**src/rtl/hwe_pkg.sv**
```systemverilog
`timescale 1ns / 1ps
// Shared constants, types and tables of the Hardy-Weinberg EM frequency block.
// Used by every module of the block; depends on nothing.
package hwe_pkg;

    // Sizes
    localparam int MAX_SAMPLES    = 1024;
    localparam int MAX_ALLELES    = 4;
    localparam int MAX_ROUNDS     = 50;
    localparam int PL_TABLE_DEPTH = 256;
    localparam int MAX_GENO       = MAX_ALLELES * (MAX_ALLELES + 1) / 2;
    localparam int STORE_DEPTH    = MAX_SAMPLES * MAX_GENO;

    // Widths
    localparam int ADDR_W   = $clog2(STORE_DEPTH);
    localparam int SMP_W    = $clog2(MAX_SAMPLES);
    localparam int CNT_W    = SMP_W + 1;
    localparam int ALLELE_W = $clog2(MAX_ALLELES);
    localparam int GENO_W   = 4;
    localparam int TBL_W    = $clog2(PL_TABLE_DEPTH);
    localparam int PL_W     = 16;
    localparam int PROB_W   = 24;
    localparam int FREQ_W   = 25;
    localparam int W_W      = 48;
    localparam int SUM_W    = 52;
    localparam int NORM_BIT = 39;
    localparam int SH_W     = 4;
    localparam int ACC_W    = 40;
    localparam int NUM_W    = 64;
    localparam int DEN_W    = 40;
    localparam int QUO_W    = 25;
    localparam int SQ_W     = 50;
    localparam int MSE_W    = 52;
    localparam int ROUND_W  = 6;
    localparam int TOL_W    = 32;
    localparam int CFG_IDX_W = 2;

    localparam logic [FREQ_W-1:0] ONE_Q24 = FREQ_W'(1 << 24);

    // Register indexes
    localparam logic [CFG_IDX_W-1:0] REG_PLOIDY  = 2'd0;
    localparam logic [CFG_IDX_W-1:0] REG_ALLELES = 2'd1;
    localparam logic [CFG_IDX_W-1:0] REG_TOL     = 2'd2;

    // Result kinds
    localparam logic [1:0] KIND_ALLELE = 2'd0;
    localparam logic [1:0] KIND_GENO   = 2'd1;
    localparam logic [1:0] KIND_NODATA = 2'd2;

    // Datapath operations
    typedef enum logic [3:0] {
        OP_NONE,
        OP_INIT,
        OP_PRIOR,
        OP_RDW,
        OP_NORM,
        OP_DIVW,
        OP_ACC,
        OP_DIVU,
        OP_UPD,
        OP_SQ,
        OP_MSE,
        OP_REND,
        OP_EMIT_AF,
        OP_EMIT_G,
        OP_NODATA
    } dp_op_t;

    typedef struct packed {
        dp_op_t             op;
        logic               load;
        logic [GENO_W-1:0]  idx;
        logic [SMP_W-1:0]   smp;
    } dp_cmd_t;

    typedef struct packed {
        logic [2:0]         nalleles;
        logic [GENO_W-1:0]  ngenos;
        logic [CNT_W-1:0]   nsamples;
        logic               nodata;
        logic               pipe_busy;
        logic               sum_zero;
        logic               norm_done;
        logic               div_done;
        logic               more_rounds;
    } dp_stat_t;

    typedef struct packed {
        logic [ALLELE_W-1:0] hi;
        logic [ALLELE_W-1:0] lo;
    } geno_pair_t;

    // Triangular genotype index to allele pair
    function automatic geno_pair_t geno_pair(input logic [GENO_W-1:0] k);
        geno_pair_t p;
        case (k)
            4'd0:    p = '{hi: 2'd0, lo: 2'd0};
            4'd1:    p = '{hi: 2'd1, lo: 2'd0};
            4'd2:    p = '{hi: 2'd1, lo: 2'd1};
            4'd3:    p = '{hi: 2'd2, lo: 2'd0};
            4'd4:    p = '{hi: 2'd2, lo: 2'd1};
            4'd5:    p = '{hi: 2'd2, lo: 2'd2};
            4'd6:    p = '{hi: 2'd3, lo: 2'd0};
            4'd7:    p = '{hi: 2'd3, lo: 2'd1};
            4'd8:    p = '{hi: 2'd3, lo: 2'd2};
            4'd9:    p = '{hi: 2'd3, lo: 2'd3};
            default: p = '{hi: 2'd0, lo: 2'd0};
        endcase
        return p;
    endfunction

    // Genotypes per sample for a given allele count
    function automatic logic [GENO_W-1:0] genos(input logic [2:0] a);
        logic [GENO_W-1:0] g;
        case (a)
            3'd2:    g = 4'd3;
            3'd3:    g = 4'd6;
            3'd4:    g = 4'd10;
            default: g = 4'd3;
        endcase
        return g;
    endfunction

    // Rounded 1/a in Q0.24
    function automatic logic [FREQ_W-1:0] uniform_af(input logic [2:0] a);
        logic [FREQ_W-1:0] f;
        case (a)
            3'd2:    f = 25'd8388608;
            3'd3:    f = 25'd5592405;
            3'd4:    f = 25'd4194304;
            default: f = 25'd8388608;
        endcase
        return f;
    endfunction

    // PHRED to probability table, Q0.24
    typedef logic [PROB_W-1:0] phred_tab_t [PL_TABLE_DEPTH];

    localparam logic [63:0] TENTH_Q24 [10] = '{
        64'd16777216, 64'd13326616, 64'd10585708, 64'd8408526, 64'd6679130,
        64'd5305422,  64'd4214246,  64'd3347495,  64'd2659010, 64'd2112126
    };

    function automatic phred_tab_t build_phred();
        phred_tab_t  t;
        logic [63:0] v;
        int          q;
        int          r;
        int          k;
        for (k = 0; k < PL_TABLE_DEPTH; k++) begin
            q = k / 10;
            r = k % 10;
            v = TENTH_Q24[r];
            case (q)
                0:       v = v;
                1:       v = (v + 64'd5) / 64'd10;
                2:       v = (v + 64'd50) / 64'd100;
                3:       v = (v + 64'd500) / 64'd1000;
                4:       v = (v + 64'd5000) / 64'd10000;
                5:       v = (v + 64'd50000) / 64'd100000;
                6:       v = (v + 64'd500000) / 64'd1000000;
                7:       v = (v + 64'd5000000) / 64'd10000000;
                default: v = 64'd0;
            endcase
            if (v > 64'hFFFFFF) v = 64'hFFFFFF;
            t[k] = v[PROB_W-1:0];
        end
        return t;
    endfunction

    localparam phred_tab_t PHRED_TABLE = build_phred();

endpackage

```
**src/rtl/hwe_ctrl.sv**
```systemverilog
`timescale 1ns / 1ps
// Controller state machine: loading, EM round sequencing and result emission.
// Depends on hwe_pkg; drives the datapath through dp_cmd_t.
module hwe_ctrl import hwe_pkg::*;
(
    input  logic      clk,
    input  logic      rst_n,
    input  logic      start,
    input  logic      last_entry,
    output logic      busy,
    output dp_cmd_t   cmd,
    input  dp_stat_t  stat
);
    typedef enum logic [4:0] {
        S_IDLE, S_DECIDE, S_NODATA, S_INIT, S_PRIOR, S_WREAD, S_WDRAIN,
        S_NORM, S_DIVW, S_DIVWAIT, S_ACC, S_UDIV, S_UWAIT, S_UPD, S_SQ,
        S_MSE, S_REND, S_CHECK, S_EMIT_AF, S_EMIT_G
    } state_t;

    state_t             state_reg, state_next;
    logic [GENO_W-1:0]  idx_reg, idx_next;
    logic [SMP_W-1:0]   smp_reg, smp_next;
    dp_op_t             op;
    logic               last_geno;
    logic               last_allele;
    logic               last_smp;

    always_comb
    begin
        state_next  = state_reg;
        idx_next    = idx_reg;
        smp_next    = smp_reg;
        op          = OP_NONE;
        last_geno   = (idx_reg == stat.ngenos - 1'b1);
        last_allele = (idx_reg == {1'b0, stat.nalleles} - 1'b1);
        last_smp    = ({1'b0, smp_reg} == stat.nsamples - 1'b1);

        case (state_reg)
            S_IDLE:
            begin
                if (start && last_entry)
                    state_next = S_DECIDE;
            end
            S_DECIDE:   state_next = stat.nodata ? S_NODATA : S_INIT;
            S_NODATA:
            begin
                op         = OP_NODATA;
                state_next = S_IDLE;
            end
            S_INIT:
            begin
                op         = OP_INIT;
                idx_next   = '0;
                state_next = S_PRIOR;
            end
            // priors for this round
            S_PRIOR:
            begin
                op = OP_PRIOR;
                if (last_geno)
                begin
                    idx_next   = '0;
                    smp_next   = '0;
                    state_next = S_WREAD;
                end
                else
                    idx_next = idx_reg + 1'b1;
            end
            // weights of one sample
            S_WREAD:
            begin
                op = OP_RDW;
                if (last_geno)
                begin
                    idx_next   = '0;
                    state_next = S_WDRAIN;
                end
                else
                    idx_next = idx_reg + 1'b1;
            end
            S_WDRAIN:
            begin
                if (!stat.pipe_busy)
                    state_next = S_NORM;
            end
            S_NORM:
            begin
                op = OP_NORM;
                if (stat.sum_zero)
                begin
                    idx_next = '0;
                    if (last_smp)
                        state_next = S_UDIV;
                    else
                    begin
                        smp_next   = smp_reg + 1'b1;
                        state_next = S_WREAD;
                    end
                end
                else if (stat.norm_done)
                    state_next = S_DIVW;
            end
            // posteriors
            S_DIVW:
            begin
                op         = OP_DIVW;
                state_next = S_DIVWAIT;
            end
            S_DIVWAIT:
            begin
                if (stat.div_done)
                    state_next = S_ACC;
            end
            S_ACC:
            begin
                op = OP_ACC;
                if (last_geno)
                begin
                    idx_next = '0;
                    if (last_smp)
                        state_next = S_UDIV;
                    else
                    begin
                        smp_next   = smp_reg + 1'b1;
                        state_next = S_WREAD;
                    end
                end
                else
                begin
                    idx_next   = idx_reg + 1'b1;
                    state_next = S_DIVW;
                end
            end
            // new allele frequencies and change
            S_UDIV:
            begin
                op         = OP_DIVU;
                state_next = S_UWAIT;
            end
            S_UWAIT:
            begin
                if (stat.div_done)
                    state_next = S_UPD;
            end
            S_UPD:
            begin
                op         = OP_UPD;
                state_next = S_SQ;
            end
            S_SQ:
            begin
                op         = OP_SQ;
                state_next = S_MSE;
            end
            S_MSE:
            begin
                op = OP_MSE;
                if (last_allele)
                    state_next = S_REND;
                else
                begin
                    idx_next   = idx_reg + 1'b1;
                    state_next = S_UDIV;
                end
            end
            S_REND:
            begin
                op         = OP_REND;
                state_next = S_CHECK;
            end
            S_CHECK:
            begin
                idx_next   = '0;
                state_next = stat.more_rounds ? S_PRIOR : S_EMIT_AF;
            end
            // results
            S_EMIT_AF:
            begin
                op = OP_EMIT_AF;
                if (last_allele)
                begin
                    idx_next   = '0;
                    state_next = S_EMIT_G;
                end
                else
                    idx_next = idx_reg + 1'b1;
            end
            S_EMIT_G:
            begin
                op = OP_EMIT_G;
                if (last_geno)
                    state_next = S_IDLE;
                else
                    idx_next = idx_reg + 1'b1;
            end
            default:    state_next = S_IDLE;
        endcase
    end

    always_ff @(posedge clk or negedge rst_n)
    begin
        if (!rst_n)
        begin
            state_reg <= S_IDLE;
            idx_reg   <= '0;
            smp_reg   <= '0;
        end
        else
        begin
            state_reg <= state_next;
            idx_reg   <= idx_next;
            smp_reg   <= smp_next;
        end
    end

    assign busy     = (state_reg != S_IDLE);
    assign cmd.op   = op;
    assign cmd.load = start && (state_reg == S_IDLE);
    assign cmd.idx  = idx_reg;
    assign cmd.smp  = smp_reg;

endmodule

```
**config.mk**
```make
export PLATFORM = sky130hd
export DESIGN_NAME = hwe_ctrl
export DESIGN_NICKNAME = d
export VERILOG_FILES = /design/src/rtl/hwe_pkg.sv /design/src/rtl/hwe_ctrl.sv
export SDC_FILE = /design/constraint.sdc
export NUM_CORES = 1
export LEC_CHECK = 0
export ABC_CLOCK_PERIOD_IN_PS = 2800
export BUFFER_PORTS_ARGS = -buffer_cell sky130_fd_sc_hd__buf_2
export CAP_MARGIN = 10
export CORE_MARGIN = 2
export CORE_UTILIZATION = 39
export DETAILED_ROUTE_END_ITERATION = 8
export GPL_ROUTABILITY_DRIVEN = 1
export RECOVER_POWER = 100
export SLEW_MARGIN = 25
export SYNTH_ARGS = -nofsm -noshare
export SYNTH_HDL_FRONTEND = slang
export SYNTH_SLANG_ARGS = --single-unit
```
**constraint.sdc**
```tcl
create_clock -name clk -period 2.8 [get_ports clk]
set_clock_uncertainty 0.1 [all_clocks]
set_input_delay 0.56 -clock clk [delete_from_list [all_inputs] [get_ports clk]]
set_output_delay 0.56 -clock clk [all_outputs]
set_load 0.05 [all_outputs]
```
### Yosys cells after proc, flatten, opt, wreduce, memory -nomap -nowiden

Cells that the tools add are included.

| storage, ports and cells | value |
|---|---|
| word-level logic and storage cells | 82 |
| output and inout port bits | 20 |
| input port bits | 28 |
| flip-flop bits (word level) | 19 |

| cells by class | value |
|---|---|
| eq/ne operators | 35 |
| $add $sub $neg | 5 |
| multiplexer cells | 28 |
| reductions and logical operators | 11 |

Operators with widths:

| cell | number |
|---|---|
| $pmux W5 S19 | 1 |
| $mux W5 | 13 |
| $pmux W4 S14 | 1 |
| $eq A5 B4 Y1 const B | 8 |
| $mux W10 | 4 |
| $pmux W10 S3 | 1 |
| $mux W4 | 6 |
| $ne A2 B2 Y1 const B | 12 |
| $pmux W4 S6 | 1 |
| $eq A5 B3 Y1 const B | 4 |
| $eq A5 B5 Y1 const B | 4 |
| $eq A10 B11 Y1 | 1 |
| $sub A11 B1 Y11 const B | 1 |
| $add A10 B1 Y10 const B | 1 |
| $eq A5 B2 Y1 const B | 2 |
| $reduce_and A9 Y1 | 1 |
| $eq A4 B4 Y1 | 2 |
| $reduce_and A4 Y1 | 2 |
| $reduce_bool A6 Y1 | 1 |
| $eq A5 B1 Y1 const B | 1 |
| $logic_not A5 Y1 | 1 |
| $reduce_bool A5 Y1 | 1 |
| $add A4 B1 Y4 const B | 1 |
| $sub A3 B1 Y4 const B | 1 |
| other kinds (7) | 8 |

### Logic depth before layout (Yosys ltp)

| logic depth | value |
|---|---|
| depth after elaboration | 5 |
| mapped depth | 11 |
| gate-level depth less buffers | 9 |

### Least setup slack after synthesis

No wires, ideal clock.

| path | value |
|---|---|
| kind | register to output |
| start | reg state_reg[0] |
| end | out cmd[15] (netlist name) |
| arrival time | 2379 ps |
| stages on the path, launching flop included | 6 |
| path buffers | 3 |
| setup slack | -239 ps |
| data required time | 2140 ps |
| path through | dfrtp_1 -> clkbuf_1 -> clkbuf_1 -> clkbuf_1 -> a31oi_1 -> o31ai_1 |

RTL lines:

| what | RTL line | source |
|---|---|---|
| from (decl) | hwe_ctrl.sv:20 | `state_t state_reg, state_next;` |
| from (signal assigned) | hwe_ctrl.sv:210 | `state_reg <= state_next;` |
| to (decl) | hwe_ctrl.sv:11 | `output dp_cmd_t cmd,` |

### Worst setup path after layout

| path | value |
|---|---|
| start | in stat[9] (netlist name) |
| end | reg smp_reg[0] |

| on the way | value |
|---|---|
| word-level cells in the longest chain between the ends | 5 |
| elaborated cells between the ends (all ways) | 6 |
| classes of those cells | add/sub: 1; eq/ne: 1; mux: 4 |

RTL lines:

| what | RTL line | source |
|---|---|---|
| from (decl) | hwe_ctrl.sv:12 | `input dp_stat_t stat` |
| $sub A11 B1 Y11 * | hwe_ctrl.sv:36 | `last_smp = ({1'b0, smp_reg} == stat.nsamples - 1'b1);` |
| $eq A10 B11 Y1 * | hwe_ctrl.sv:36 |  |
| $mux W10 * | -- |  |
| $mux W10, on equally long branches | -- |  |
| $pmux W10 S3 * | -- |  |
| to (signal assigned) | hwe_ctrl.sv:212 | `smp_reg <= smp_next;` |
| to (decl) | hwe_ctrl.sv:22 | `logic [SMP_W-1:0] smp_reg, smp_next;` |

Mark *: on every way between the ends. The rest lies on a longest branch, timed or not. The select of a mux whose other input is x is not followed.
A chain may end at the register's enable or synchronous reset.

==> reports/qor.yml <==
drt-total-wl_um: 5560
globalRouteMet1Util: 0.295
crit_fanout: 4
num_rows: 26
period_needed_ns: 2.81
post-route-drc-count: 0
yosysWarnings: 0
post-route-period-util: 1.00
internal_power_mw: 1.02
cts-root-buf: "clkbuf_8"
initial_core_util: 0.405
max_freq_ghz: 0.356
whs_ns: 0.360
critPathArrivalTime_ns: 2.85
layout_common_cells: "buf_2 (39), buf_4 (34), o21ai_0 (18), dfrtp_1 (18)"
grt_max_degree: 27
hold_viol: 0
cts_setup_buffers: 0
place_congestion: 0.871
drt-wirelength-per-cell_um: 13.6
syn_inst: 270
fin_setup_tns_ns: -0.00539
rsz0062_at_grt: "yes"
peakVddDrop_uv: 409
dr.pass1.iters: 4
stdcell_count: 408
fin_area_um2: 2700
cts.clk_slew.worst_paths_ns: 0.08
ant_nets: 0
dpl_cell_area_um2: 2610
insertedDiodeCount: 0
first_iter_violations: 264
cap_violations: 0
power.total_mw: 2.22
hpwlAfterDp_um: 4350
synth_top_flop_cell: "dfrtp_1"
area_growth_pct: 30.5
grt_pass1_vias: 2002
endpoint_kind: "flop"
grt_util_all_layers: 0.192
cts_inserted_buffers: 3
clk_latency_ns: 0.26
drv_slew: 0
pin_count: 48
violations: "negative setup slack"
synthesis.nets: 303
synth_area_um2: 2070
synth_cell_types: 59
slew_headroom: 0.302
nets: 372
setup_violations: 1
required_ns: 2.85
dieArea_um2: 5910
layout_commonest_cell: "buf_2"
clockBufferDepth: 2
grt_first_pass_wirelength_um: 9560
grtUsageMet3: 0.0165
finish.utilization: 0.529
synth_edf_count: 0
routed_via_density: 5.52
worst_pin_slew_ns: 1.05
yosysSeqAreaShare: 0.230
place_ws_ns: -0.291
criticalPathCategory: "input pin to flop"
grt.busiest_layer: "met2"
p_clk_frac: 0.089
cts_hold_buf: 0
portBuffers: 47
leakage_nw: 1.12
htreeDepth: 1
largest_register_ff_count: 10
async_flop_share: 1.00
p_sw_mw: 1.20
core_um2: 5110
antenna_found_initial: 0
seqPwrFrac: 0.200
drive_gt1_frac: 0.320
layout_setup_ws_ns: -0.00539
placed_cells: 404
switching_share: 0.540
powerDensity_nw_per_um2: 822
combinationalPowerShare: 0.712
die_y_um: 76.9
grt_util_met2: 0.296
vias: 2251
grt-ovfl-total: 0
cp-start-kind: "input pin"
die_x_um: 76.9
status: "complete, but fails checks"
hold_path.class: "input pin to async pin"
cts_tree: "built"
cts_num_sinks: 19
ys_ff_latch: 19
postSynthAreaPerCell_um2: 7.67
[repair_timing]
action | CTS | global route
gates resized for setup | 3 | 9
pin swaps | 0 | 3
endpoints found under the setup margin | 8 | 14
[power by group through the flow]
stage / registers, mW / clock network (mW) / logic (mW)
global placement: 0.448 / 0 / 1.55
CTS: 0.443 / 0.201 / 1.57
global route: 0.459 / 0.217 / 1.73
floorplan: 0.558 / 0 / 1.01
finish: 0.444 / 0.197 / 1.58
detailed placement: 0.448 / 0 / 1.55
[worst max-delay path, stage by stage]
cell,delay (ns)
buf_6,0.09
or4_4,0.52
or4_4,0.44
a21o_1,0.16
a221o_2,0.39
or2_4,0.27
and2_4,0.16
mux2_4,0.26
[kinds of logic after synthesis]
family / Yosys count / synth area share
compound gates: 77 / 0.250
flops: 19 / 0.230
buf+inv: 29 / 0.0544
simple gates: 114 / 0.320
mux: 6 / 0.0314
xor+xnor: 20 / 0.0846
fa+ha+maj: 5 / 0.0302
[path summary, 6_finish.rpt]
path                             from    endpoint  slack (ns)  cells after the start
max in group asynchronous       rst_n  idx_reg[3]        1.54                      1
setup reg to reg           idx_reg[3]  smp_reg[7]        0.28                      7
min in group clk           smp_reg[6]  smp_reg[6]        0.52                      2
hold / removal                  rst_n  smp_reg[8]        0.36                      1
setup / recovery              stat[9]  smp_reg[0]      -0.005                      8
hold reg to reg            smp_reg[6]  smp_reg[6]        0.52                      2
[synthesized netlist by cell type, types with 4 or more instances]
| cell | instances | area share |
|---|---|---|
| a21oi_1 | 16 | 0.039 |
| nand2b_1 | 9 | 0.027 |
| xor2_1 | 6 | 0.025 |
| xnor2_1 | 14 | 0.059 |
| a31oi_1 | 4 | 0.012 |
| nand2_1 | 17 | 0.031 |
| or4_1 | 6 | 0.022 |
| or3_1 | 7 | 0.021 |
| nor4_1 | 5 | 0.015 |
| o21ai_0 | 22 | 0.053 |
| clkbuf_1 | 15 | 0.027 |
| nand3b_1 | 4 | 0.015 |
| nor2b_1 | 5 | 0.015 |
| dfrtp_1 | 19 | 0.23 |
| nand4_1 | 4 | 0.012 |
| ha_1 | 5 | 0.030 |
| nor2_1 | 18 | 0.033 |
| nor3b_1 | 5 | 0.018 |
| nor3_1 | 7 | 0.017 |
| o31ai_1 | 6 | 0.022 |
| inv_1 | 12 | 0.022 |
| nand3_1 | 7 | 0.017 |
| mux2_2 | 4 | 0.022 |
[final cells by class]
class | count | area, um2
sequential | 19 | 477
fill | 500 | 2410
timing repair buffer | 81 | 488
clock inverter | 1 | 7.51
tap | 70 | 87.6
inverter | 12 | 45.0
clock buffer | 3 | 41.3
multi-input combinational | 222 | 1560
[routing by layer]
metal	vias to the layer above	part of all wire
li1	1141	-
met1	1044	0.50
met2	62	0.45
met3	4	0.049
met4	0	0.0049
met5	-	0
Power figures use the tool's default switching activity.
